## src/sv/bce_pkg.sv

```systemverilog
// Package for the battery charge estimator: field widths, voltage table
// limits, register indexes and reset values. No dependencies.
package bce_pkg;

    localparam int UPTIME_W  = 32;
    localparam int VOLT_W    = 16;
    localparam int CHARGE_W  = 32;
    localparam int CURRENT_W = 16;
    localparam int PCT_W     = 14;
    localparam int CFG_W     = 32;
    localparam int CFG_IDX_W = 3;

    localparam logic [VOLT_W-1:0] MV_EMPTY = 16'd3500;
    localparam logic [VOLT_W-1:0] MV_FULL  = 16'd4200;
    localparam logic [PCT_W-1:0]  PCT_FULL = 14'd10000;

    // (v - 3500) * 100 / 7 = 14 * d + (2 * d) / 7, with d < 700
    localparam int SPAN_W      = 10;
    localparam int FRAC_PROD_W = 23;
    localparam int RECIP_SHIFT = 15;
    localparam logic [FRAC_PROD_W-1:0] RECIP_7  = 23'd4682;
    localparam logic [PCT_W-1:0]       SLOPE_INT = 14'd14;

    localparam logic [PCT_W-1:0]    SLEEP_THR_RST  = 14'd1000;
    localparam logic [PCT_W-1:0]    RESUME_THR_RST = 14'd2000;
    localparam logic [CFG_W-1:0]    QUERY_INT_RST  = 32'd10000;
    localparam logic [CFG_W-1:0]    ALERT_INT_RST  = 32'd60000;

    typedef enum logic [CFG_IDX_W-1:0] {
        CFG_GAUGE_AVAILABLE  = 3'd0,
        CFG_SLEEP_ENABLE     = 3'd1,
        CFG_SLEEP_THRESHOLD  = 3'd2,
        CFG_RESUME_THRESHOLD = 3'd3,
        CFG_QUERY_INTERVAL   = 3'd4,
        CFG_ALERT_INTERVAL   = 3'd5
    } cfg_idx_t;

endpackage

```

## src/sv/bce_if.sv

```systemverilog
// Handshake channels of the battery charge estimator: poll in, result out.
// Depends on bce_pkg for field widths.
interface bce_poll_if
    import bce_pkg::*;
();
    logic                        valid;
    logic                        ready;
    logic [UPTIME_W-1:0]         uptime_ms;
    logic [VOLT_W-1:0]           voltage_mv;
    logic signed [CHARGE_W-1:0]  charge_count;
    logic signed [CURRENT_W-1:0] current_ma;

    modport source (output valid, uptime_ms, voltage_mv, charge_count, current_ma,
                    input ready);
    modport sink   (input valid, uptime_ms, voltage_mv, charge_count, current_ma,
                    output ready);
endinterface

interface bce_result_if
    import bce_pkg::*;
();
    logic                        valid;
    logic                        ready;
    logic                        sampled;
    logic                        attached;
    logic                        is_low;
    logic                        is_ok;
    logic [PCT_W-1:0]            percent_x100;
    logic [VOLT_W-1:0]           voltage_out_mv;
    logic signed [CHARGE_W-1:0]  charge_delta;
    logic signed [CURRENT_W-1:0] current_out_ma;
    logic                        low_power_event;

    modport source (output valid, sampled, attached, is_low, is_ok, percent_x100,
                    voltage_out_mv, charge_delta, current_out_ma, low_power_event,
                    input ready);
    modport sink   (input valid, sampled, attached, is_low, is_ok, percent_x100,
                    voltage_out_mv, charge_delta, current_out_ma, low_power_event,
                    output ready);
endinterface

```

## src/sv/battery_charge_estimator_core.sv

```systemverilog
// Battery charge estimator top level: sample gating, voltage to charge
// mapping, charge delta and alert rate limiting. Depends on bce_pkg, bce_if.
//
// Every poll beat yields exactly one result beat. A poll is taken in any
// cycle in which the result register is empty or being drained, so the block
// sustains one poll per clock; the result is registered for the cycle after the poll.
// The only storage between beats is the query time, last charge and last alert
// time registers, updated at the edge that accepts a due poll. Configuration
// writes take effect at the next edge.
module battery_charge_estimator_core
    import bce_pkg::*;
(
    input  logic                 clk,
    input  logic                 rst_n,
    bce_poll_if.sink             poll,
    bce_result_if.source         result,
    input  logic                 cfg_we,
    input  logic [CFG_IDX_W-1:0] cfg_index,
    input  logic [CFG_W-1:0]     cfg_data
);

    logic                gauge_available_reg;
    logic                sleep_enable_reg;
    logic [PCT_W-1:0]    sleep_thr_reg;
    logic [PCT_W-1:0]    resume_thr_reg;
    logic [CFG_W-1:0]    query_int_reg;
    logic [CFG_W-1:0]    alert_int_reg;

    logic [UPTIME_W-1:0] next_query_reg;
    logic [CHARGE_W-1:0] last_charge_reg;
    logic [UPTIME_W-1:0] last_alert_reg;

    logic                        out_valid_reg;
    logic                        sampled_reg;
    logic                        attached_reg;
    logic                        is_low_reg;
    logic                        is_ok_reg;
    logic [PCT_W-1:0]            pct_reg;
    logic [VOLT_W-1:0]           volt_reg;
    logic signed [CHARGE_W-1:0]  delta_reg;
    logic signed [CURRENT_W-1:0] current_reg;
    logic                        event_reg;

    logic                   accept;
    logic                   query_due;
    logic                   take_sample;
    logic                   alert_due;
    logic [VOLT_W-1:0]      volt_diff;
    logic [SPAN_W-1:0]      span;
    logic [FRAC_PROD_W-1:0] frac_prod;
    logic [PCT_W-1:0]       pct_lin;
    logic [PCT_W-1:0]       pct;
    logic                   attached;
    logic                   is_low;
    logic                   is_ok;
    logic [CHARGE_W-1:0]    delta;
    logic [UPTIME_W-1:0]    since_alert;

    assign poll.ready = !out_valid_reg || result.ready;
    assign accept     = poll.valid && poll.ready;

    // Configuration registers
    always_ff @(posedge clk or negedge rst_n)
    begin
        if (!rst_n)
        begin
            gauge_available_reg <= 1'b0;
            sleep_enable_reg    <= 1'b0;
            sleep_thr_reg       <= SLEEP_THR_RST;
            resume_thr_reg      <= RESUME_THR_RST;
            query_int_reg       <= QUERY_INT_RST;
            alert_int_reg       <= ALERT_INT_RST;
        end
        else if (cfg_we)
        begin
            case (cfg_idx_t'(cfg_index))
                CFG_GAUGE_AVAILABLE:  gauge_available_reg <= cfg_data[0];
                CFG_SLEEP_ENABLE:     sleep_enable_reg    <= cfg_data[0];
                CFG_SLEEP_THRESHOLD:  sleep_thr_reg       <= cfg_data[PCT_W-1:0];
                CFG_RESUME_THRESHOLD: resume_thr_reg      <= cfg_data[PCT_W-1:0];
                CFG_QUERY_INTERVAL:   query_int_reg       <= cfg_data;
                CFG_ALERT_INTERVAL:   alert_int_reg       <= cfg_data;
                default: ;
            endcase
        end
    end

    // Sample gating
    assign query_due   = poll.uptime_ms > next_query_reg;
    assign take_sample = query_due && gauge_available_reg;
    assign since_alert = poll.uptime_ms - last_alert_reg;
    assign alert_due   = since_alert > alert_int_reg;

    // Voltage to charge: 14 * d + (2 * d) / 7 via reciprocal multiply
    assign volt_diff = poll.voltage_mv - MV_EMPTY;
    assign span      = volt_diff[SPAN_W-1:0];
    assign frac_prod = FRAC_PROD_W'({span, 1'b0}) * RECIP_7;
    assign pct_lin   = PCT_W'(span) * SLOPE_INT
                     + PCT_W'(frac_prod[FRAC_PROD_W-1:RECIP_SHIFT]);

    always_comb
    begin
        if (poll.voltage_mv < MV_EMPTY)
            pct = '0;
        else if (poll.voltage_mv >= MV_FULL)
            pct = PCT_FULL;
        else
            pct = pct_lin;
    end

    assign attached = poll.voltage_mv >= MV_EMPTY;
    assign is_low   = pct < sleep_thr_reg;
    assign is_ok    = pct > resume_thr_reg;
    assign delta    = (next_query_reg == '0) ? '0
                    : CHARGE_W'(poll.charge_count) - last_charge_reg;

    // Sample state
    always_ff @(posedge clk or negedge rst_n)
    begin
        if (!rst_n)
        begin
            next_query_reg  <= '0;
            last_charge_reg <= '0;
            last_alert_reg  <= '0;
        end
        else if (accept && query_due)
        begin
            next_query_reg <= poll.uptime_ms + query_int_reg;
            if (gauge_available_reg)
            begin
                last_charge_reg <= CHARGE_W'(poll.charge_count);
                if (alert_due)
                    last_alert_reg <= poll.uptime_ms;
            end
        end
    end

    // Result register
    always_ff @(posedge clk or negedge rst_n)
    begin
        if (!rst_n)
            out_valid_reg <= 1'b0;
        else if (poll.ready)
            out_valid_reg <= poll.valid;
    end

    always_ff @(posedge clk)
    begin
        if (accept)
        begin
            sampled_reg  <= take_sample;
            attached_reg <= take_sample && attached;
            is_low_reg   <= take_sample && is_low;
            is_ok_reg    <= take_sample && is_ok;
            pct_reg      <= take_sample ? pct : '0;
            volt_reg     <= take_sample ? poll.voltage_mv : '0;
            delta_reg    <= take_sample ? $signed(delta) : '0;
            current_reg  <= take_sample ? poll.current_ma : '0;
            event_reg    <= take_sample && alert_due && is_low && sleep_enable_reg;
        end
    end

    assign result.valid           = out_valid_reg;
    assign result.sampled         = sampled_reg;
    assign result.attached        = attached_reg;
    assign result.is_low          = is_low_reg;
    assign result.is_ok           = is_ok_reg;
    assign result.percent_x100    = pct_reg;
    assign result.voltage_out_mv  = volt_reg;
    assign result.charge_delta    = delta_reg;
    assign result.current_out_ma  = current_reg;
    assign result.low_power_event = event_reg;

endmodule

```

## src/flat_wrapper.sv

```systemverilog
// flat-port wrapper written by rule: the top's interface ports become plain ports
module battery_charge_estimator_core_flat import bce_pkg::*;
  (clk, rst_n, cfg_we, cfg_index, cfg_data, poll_valid, poll_uptime_ms, poll_voltage_mv, poll_charge_count, poll_current_ma, poll_ready, result_valid, result_sampled, result_attached, result_is_low, result_is_ok, result_percent_x100, result_voltage_out_mv, result_charge_delta, result_current_out_ma, result_low_power_event, result_ready);
  bce_poll_if poll_i ();
  bce_result_if result_i ();
  input  logic clk;
  input  logic rst_n;
  input  logic cfg_we;
  input  logic [CFG_IDX_W-1:0] cfg_index;
  input  logic [CFG_W-1:0] cfg_data;
  input wire logic [$bits(poll_i.valid)-1:0] poll_valid;
  input wire logic [$bits(poll_i.uptime_ms)-1:0] poll_uptime_ms;
  input wire logic [$bits(poll_i.voltage_mv)-1:0] poll_voltage_mv;
  input wire logic [$bits(poll_i.charge_count)-1:0] poll_charge_count;
  input wire logic [$bits(poll_i.current_ma)-1:0] poll_current_ma;
  output wire logic [$bits(poll_i.ready)-1:0] poll_ready;
  output wire logic [$bits(result_i.valid)-1:0] result_valid;
  output wire logic [$bits(result_i.sampled)-1:0] result_sampled;
  output wire logic [$bits(result_i.attached)-1:0] result_attached;
  output wire logic [$bits(result_i.is_low)-1:0] result_is_low;
  output wire logic [$bits(result_i.is_ok)-1:0] result_is_ok;
  output wire logic [$bits(result_i.percent_x100)-1:0] result_percent_x100;
  output wire logic [$bits(result_i.voltage_out_mv)-1:0] result_voltage_out_mv;
  output wire logic [$bits(result_i.charge_delta)-1:0] result_charge_delta;
  output wire logic [$bits(result_i.current_out_ma)-1:0] result_current_out_ma;
  output wire logic [$bits(result_i.low_power_event)-1:0] result_low_power_event;
  input wire logic [$bits(result_i.ready)-1:0] result_ready;
  assign poll_i.valid = poll_valid;
  assign poll_i.uptime_ms = poll_uptime_ms;
  assign poll_i.voltage_mv = poll_voltage_mv;
  assign poll_i.charge_count = poll_charge_count;
  assign poll_i.current_ma = poll_current_ma;
  assign poll_ready = poll_i.ready;
  assign result_valid = result_i.valid;
  assign result_sampled = result_i.sampled;
  assign result_attached = result_i.attached;
  assign result_is_low = result_i.is_low;
  assign result_is_ok = result_i.is_ok;
  assign result_percent_x100 = result_i.percent_x100;
  assign result_voltage_out_mv = result_i.voltage_out_mv;
  assign result_charge_delta = result_i.charge_delta;
  assign result_current_out_ma = result_i.current_out_ma;
  assign result_low_power_event = result_i.low_power_event;
  assign result_i.ready = result_ready;
  battery_charge_estimator_core u_core (.clk(clk), .rst_n(rst_n), .poll(poll_i), .result(result_i), .cfg_we(cfg_we), .cfg_index(cfg_index), .cfg_data(cfg_data));
endmodule
```

## config.mk

```make
export PLATFORM = sky130hd
export DESIGN_NAME = battery_charge_estimator_core_flat
export DESIGN_NICKNAME = d
export VERILOG_FILES = /design/src/sv/bce_pkg.sv /design/src/sv/bce_if.sv /design/src/sv/battery_charge_estimator_core.sv /design/src/flat_wrapper.sv
export SDC_FILE = /design/constraint.sdc
export NUM_CORES = 1
export LEC_CHECK = 0
export BUFFER_PORTS_ARGS = -buffer_cell sky130_fd_sc_hd__buf_2
export CAP_MARGIN = 20
export CORE_MARGIN = 5
export CORE_UTILIZATION = 40
export DETAILED_ROUTE_END_ITERATION = 10
export GPL_TIMING_DRIVEN = 0
export PLACE_DENSITY = 0.68
export SETUP_SLACK_MARGIN = 0.15
export SLEW_MARGIN = 5
export SYNTH_ARGS = -nofsm -noshare
export SYNTH_HDL_FRONTEND = slang
export SYNTH_SLANG_ARGS = --single-unit
```

## constraint.sdc

```tcl
create_clock -name clk -period 11 [get_ports clk]
set_clock_uncertainty 0.15 [all_clocks]
set_input_delay 0 -clock clk [delete_from_list [all_inputs] [get_ports clk]]
set_output_delay 0 -clock clk [all_outputs]
set_load 0.05 [all_outputs]
```

==> impl_metrics.env <==
export IMPL_cts_sinks=274
export IMPL_max_freq_ghz=0.103
export IMPL_p_switching_mw=2.41
export IMPL_ios=221
export IMPL_routabilityCongestion=0.947
export IMPL_grt_use_total_pct=19.5
export IMPL_ys_flop_type="dfrtp_1"
export IMPL_synth_nets=2413
export IMPL_crit_top_cell="nor2_1"
export IMPL_gr_total_overflow=0
export IMPL_critPathSlowestCell="xnor2_1"
export IMPL_clk_pin_slew_ns=0.06
export IMPL_first_pass_iters=5
export IMPL_leakagePower_nw=11.5
export IMPL_dpl_instance_area_sq_um=21700
export IMPL_cts_htree_levels=2
export IMPL_antenna_found_initial=8
export IMPL_power_density_nw_per_um2=238
export IMPL_drv_cap=0
export IMPL_cts_root_buffer="clkbuf_16"
export IMPL_cp_start_kind="primary input"
export IMPL_holdWs_ns=0.0421
export IMPL_rsz0062_at_grt="false"
export IMPL_portBuffers=220
export IMPL_final_cells=3088
export IMPL_grt_pass1_vias=16400
export IMPL_criticalPathCategory="in2reg"
export IMPL_grt_first_pass_wirelength_microns=85100
export IMPL_status="finished clean"
export IMPL_ir_worst_vdd_mv=0.130
export IMPL_ant_nets=0
export IMPL_seqPwrFrac_pct=26.6
export IMPL_grt_max_degree=101
export IMPL_synth_area_per_cell_sq_um=9.91
export IMPL_die_h_microns=232
export IMPL_async_reset_ff_share_pct=69.7
export IMPL_synth_cells=1989
export IMPL_cp_max_fo=7
export IMPL_vias=16100
export IMPL_dp_cells=2876
export IMPL_finalSetupViolations=0
export IMPL_hold_path_class="in2reg"
export IMPL_switching_share_pct=41.6
export IMPL_start_util_pct=40.3
export IMPL_endpoint_kind="flip-flop"
export IMPL_drt_total_wl_microns=53000
export IMPL_cp_arrival_ns=9.85
export IMPL_crit_required_ns=11.14
export IMPL_combPwrFrac_pct=54.1
export IMPL_insertion_delay_ns=0.57
export IMPL_placementRows=81
export IMPL_cts_resized=0
export IMPL_relSlewSlack_pct=38.6
export IMPL_fin_crit_ns=9.72
export IMPL_core_area_sq_um=48800
export IMPL_die_x_microns=232
export IMPL_syn_to_final_growth_pct=23.4
export IMPL_ys_warn_count=0
export IMPL_nNetsFinal=2816
export IMPL_finalHoldViolations=0
export IMPL_drive_gt1_share_pct=18.1
export IMPL_die_area_sq_um=53800
export IMPL_period_share_pct=88.3
export IMPL_design_area_sq_um=24300
export IMPL_cts_tree="done"
export IMPL_drt_drc_violations_left=0
export IMPL_power_mw=5.79
export IMPL_synth_area_sq_um=19700
export IMPL_power_internal_mw=3.38
export IMPL_seq_area_frac_synth_pct=37.1
export IMPL_cp_slowest_stage_delay_ns=0.68
export IMPL_post_dp_hpwl_microns=40400
export IMPL_report_final_slew_viol_count=0
export IMPL_p_clk_share_pct=19.3
export IMPL_yosys_register_bits=274
export IMPL_drtIter0Drc=893
export IMPL_viasPerCell=5.20
export IMPL_ys_types=70
export IMPL_numCtsBuffers=35
export IMPL_wl_per_cell_microns=17.2
export IMPL_worst_slew_pin_slew_ns=0.922
export IMPL_synth_edf_count=83
export IMPL_cts_buffer_depth=3
export IMPL_setup_tns_ns=0
-- final timing paths --
| path | cells after the start | slack, ns | startpoint | end |
|---|---|---|---|---|
| max | 43 | 1.28 | poll_voltage_mv[3] | u_core.result.is_ok |
| min | 3 | 0.04 | poll_voltage_mv[2] | u_core.result.voltage_out_mv[2] |
| max reg2reg | 23 | 4.44 | u_core.last_alert_reg[0] | u_core.last_alert_reg[13] |
| min reg2reg | 1 | 0.36 | u_core.alert_int_reg[19] | u_core.alert_int_reg[19] |
| max in group asynchronous | 5 | 9.46 | rst_n | u_core.query_int_reg[13] |
| min in group asynchronous | 4 | 0.36 | rst_n | u_core.last_charge_reg[21] |
-- critical path: cells and delay by family --
| family | cells | cell delay (ns) |
|---|---|---|
| adder cells (fa/ha/maj) | 8 | 2.95 |
| AO/OA/AOI/OAI | 14 | 3.40 |
| AND/OR/NAND/NOR | 11 | 1.35 |
| XOR/XNOR | 3 | 1.03 |
| buffers and inverters | 7 | 1.13 |
-- repair_timing --
action,CTS,global route
endpoints found under the hold margin,434,0
setup endpoints to repair,0,0
hold buffers,143,0
setup buffers,0,0
-- metrics by stage --
step	util (%)	setup WS, ns
2_1_floorplan	-	2.68
3_3_place_gp	44.3	1.50
3_5_place_dp	44.5	1.31
4_1_cts	49.7	1.38
5_1_grt	49.8	0.641
6_report	49.8	1.28
-- cells in the final DEF (no fill, tap or decap), types with 40 or more instances in the layout --
| cell type | netlist | routed |
|---|---|---|
| o21ai_0 | 134 | 134 |
| dfrtp_1 | 167 | 167 |
| a21oi_1 | 94 | 94 |
| ha_1 | 264 | 264 |
| mux2_2 | 86 | 86 |
| buf_2 | 0 | 219 |
| and2_1 | 47 | 46 |
| a21o_1 | 72 | 72 |
| nor2_1 | 123 | 123 |
| nand2_1 | 126 | 126 |
| inv_1 | 238 | 238 |
| dlygate4sd3_1 | 0 | 142 |
| clkbuf_1 | 37 | 40 |
| xnor2_1 | 75 | 75 |
| edfxtp_1 | 83 | 83 |
-- power by group through the flow --
stage / clock network [mW] / logic, mW / registers (mW)
6_report: 1.12 / 3.13 / 1.54
2_1_floorplan: 0 / 2.21 / 1.66
5_1_grt: 1.19 / 3.52 / 1.57
3_3_place_gp: 0 / 2.95 / 1.55
4_1_cts: 1.15 / 3.13 / 1.54
3_5_place_dp: 0 / 3.05 / 1.55
-- cells in the mapped netlist, types with 12 or more instances --
cell / number / share of area (%)
a21o_1: 72 / 2.7
a21oi_1: 94 / 2.4
a31oi_1: 13 / 0.41
and2_1: 47 / 1.5
clkbuf_1: 37 / 0.70
dfrtp_1: 167 / 21
dfstp_2: 24 / 3.2
edfxtp_1: 83 / 13
fa_1: 24 / 2.4
ha_1: 264 / 17
inv_1: 238 / 4.5
mux2_2: 86 / 4.9
mux2_4: 29 / 2.2
nand2_1: 126 / 2.4
nand2b_1: 24 / 0.76
nand3_1: 23 / 0.58
nand4_1: 27 / 0.86
nor2_1: 123 / 2.3
nor2b_1: 22 / 0.70
nor3_1: 30 / 0.76
nor3b_1: 12 / 0.46
o21a_1: 28 / 1.1
o21ai_0: 134 / 3.4
o21bai_1: 16 / 0.61
xnor2_1: 75 / 3.3
xor2_1: 32 / 1.4
-- cells by family after synthesis --
| family | after synthesis | share of synthesized area, % |
|---|---|---|
| mux | 119 | 7.33 |
| fa+ha+maj | 288 | 19.2 |
| simple gates | 490 | 12.4 |
| compound gates | 430 | 13.7 |
| xor+xnor | 107 | 4.76 |
| buf+inv | 281 | 5.58 |
| flops | 274 | 37.1 |
-- routing by layer --
metal	wire [microns]	up-vias	GRT usage (%)
met5	55	-	0
met4	1720	8	6.31
met3	2710	106	3.46
met2	24800	368	32.7
met1	23700	7776	25.5
li1	-	7804	-
-- final cells by class --
| type | count | area, sq um |
|---|---|---|
| clock buffers | 45 | 983 |
| inverters | 238 | 893 |
| fillers | 4459 | 24500 |
| clock inverters | 19 | 146 |
| diodes | 5 | 12.5 |
| plain buffers | 43 | 206 |
| repair buffers | 366 | 2630 |
| multi-input cells | 1434 | 11300 |
| flip-flops and latches | 274 | 7300 |
| well taps | 664 | 831 |
No activity file was read; power rests on OpenSTA's default activity.
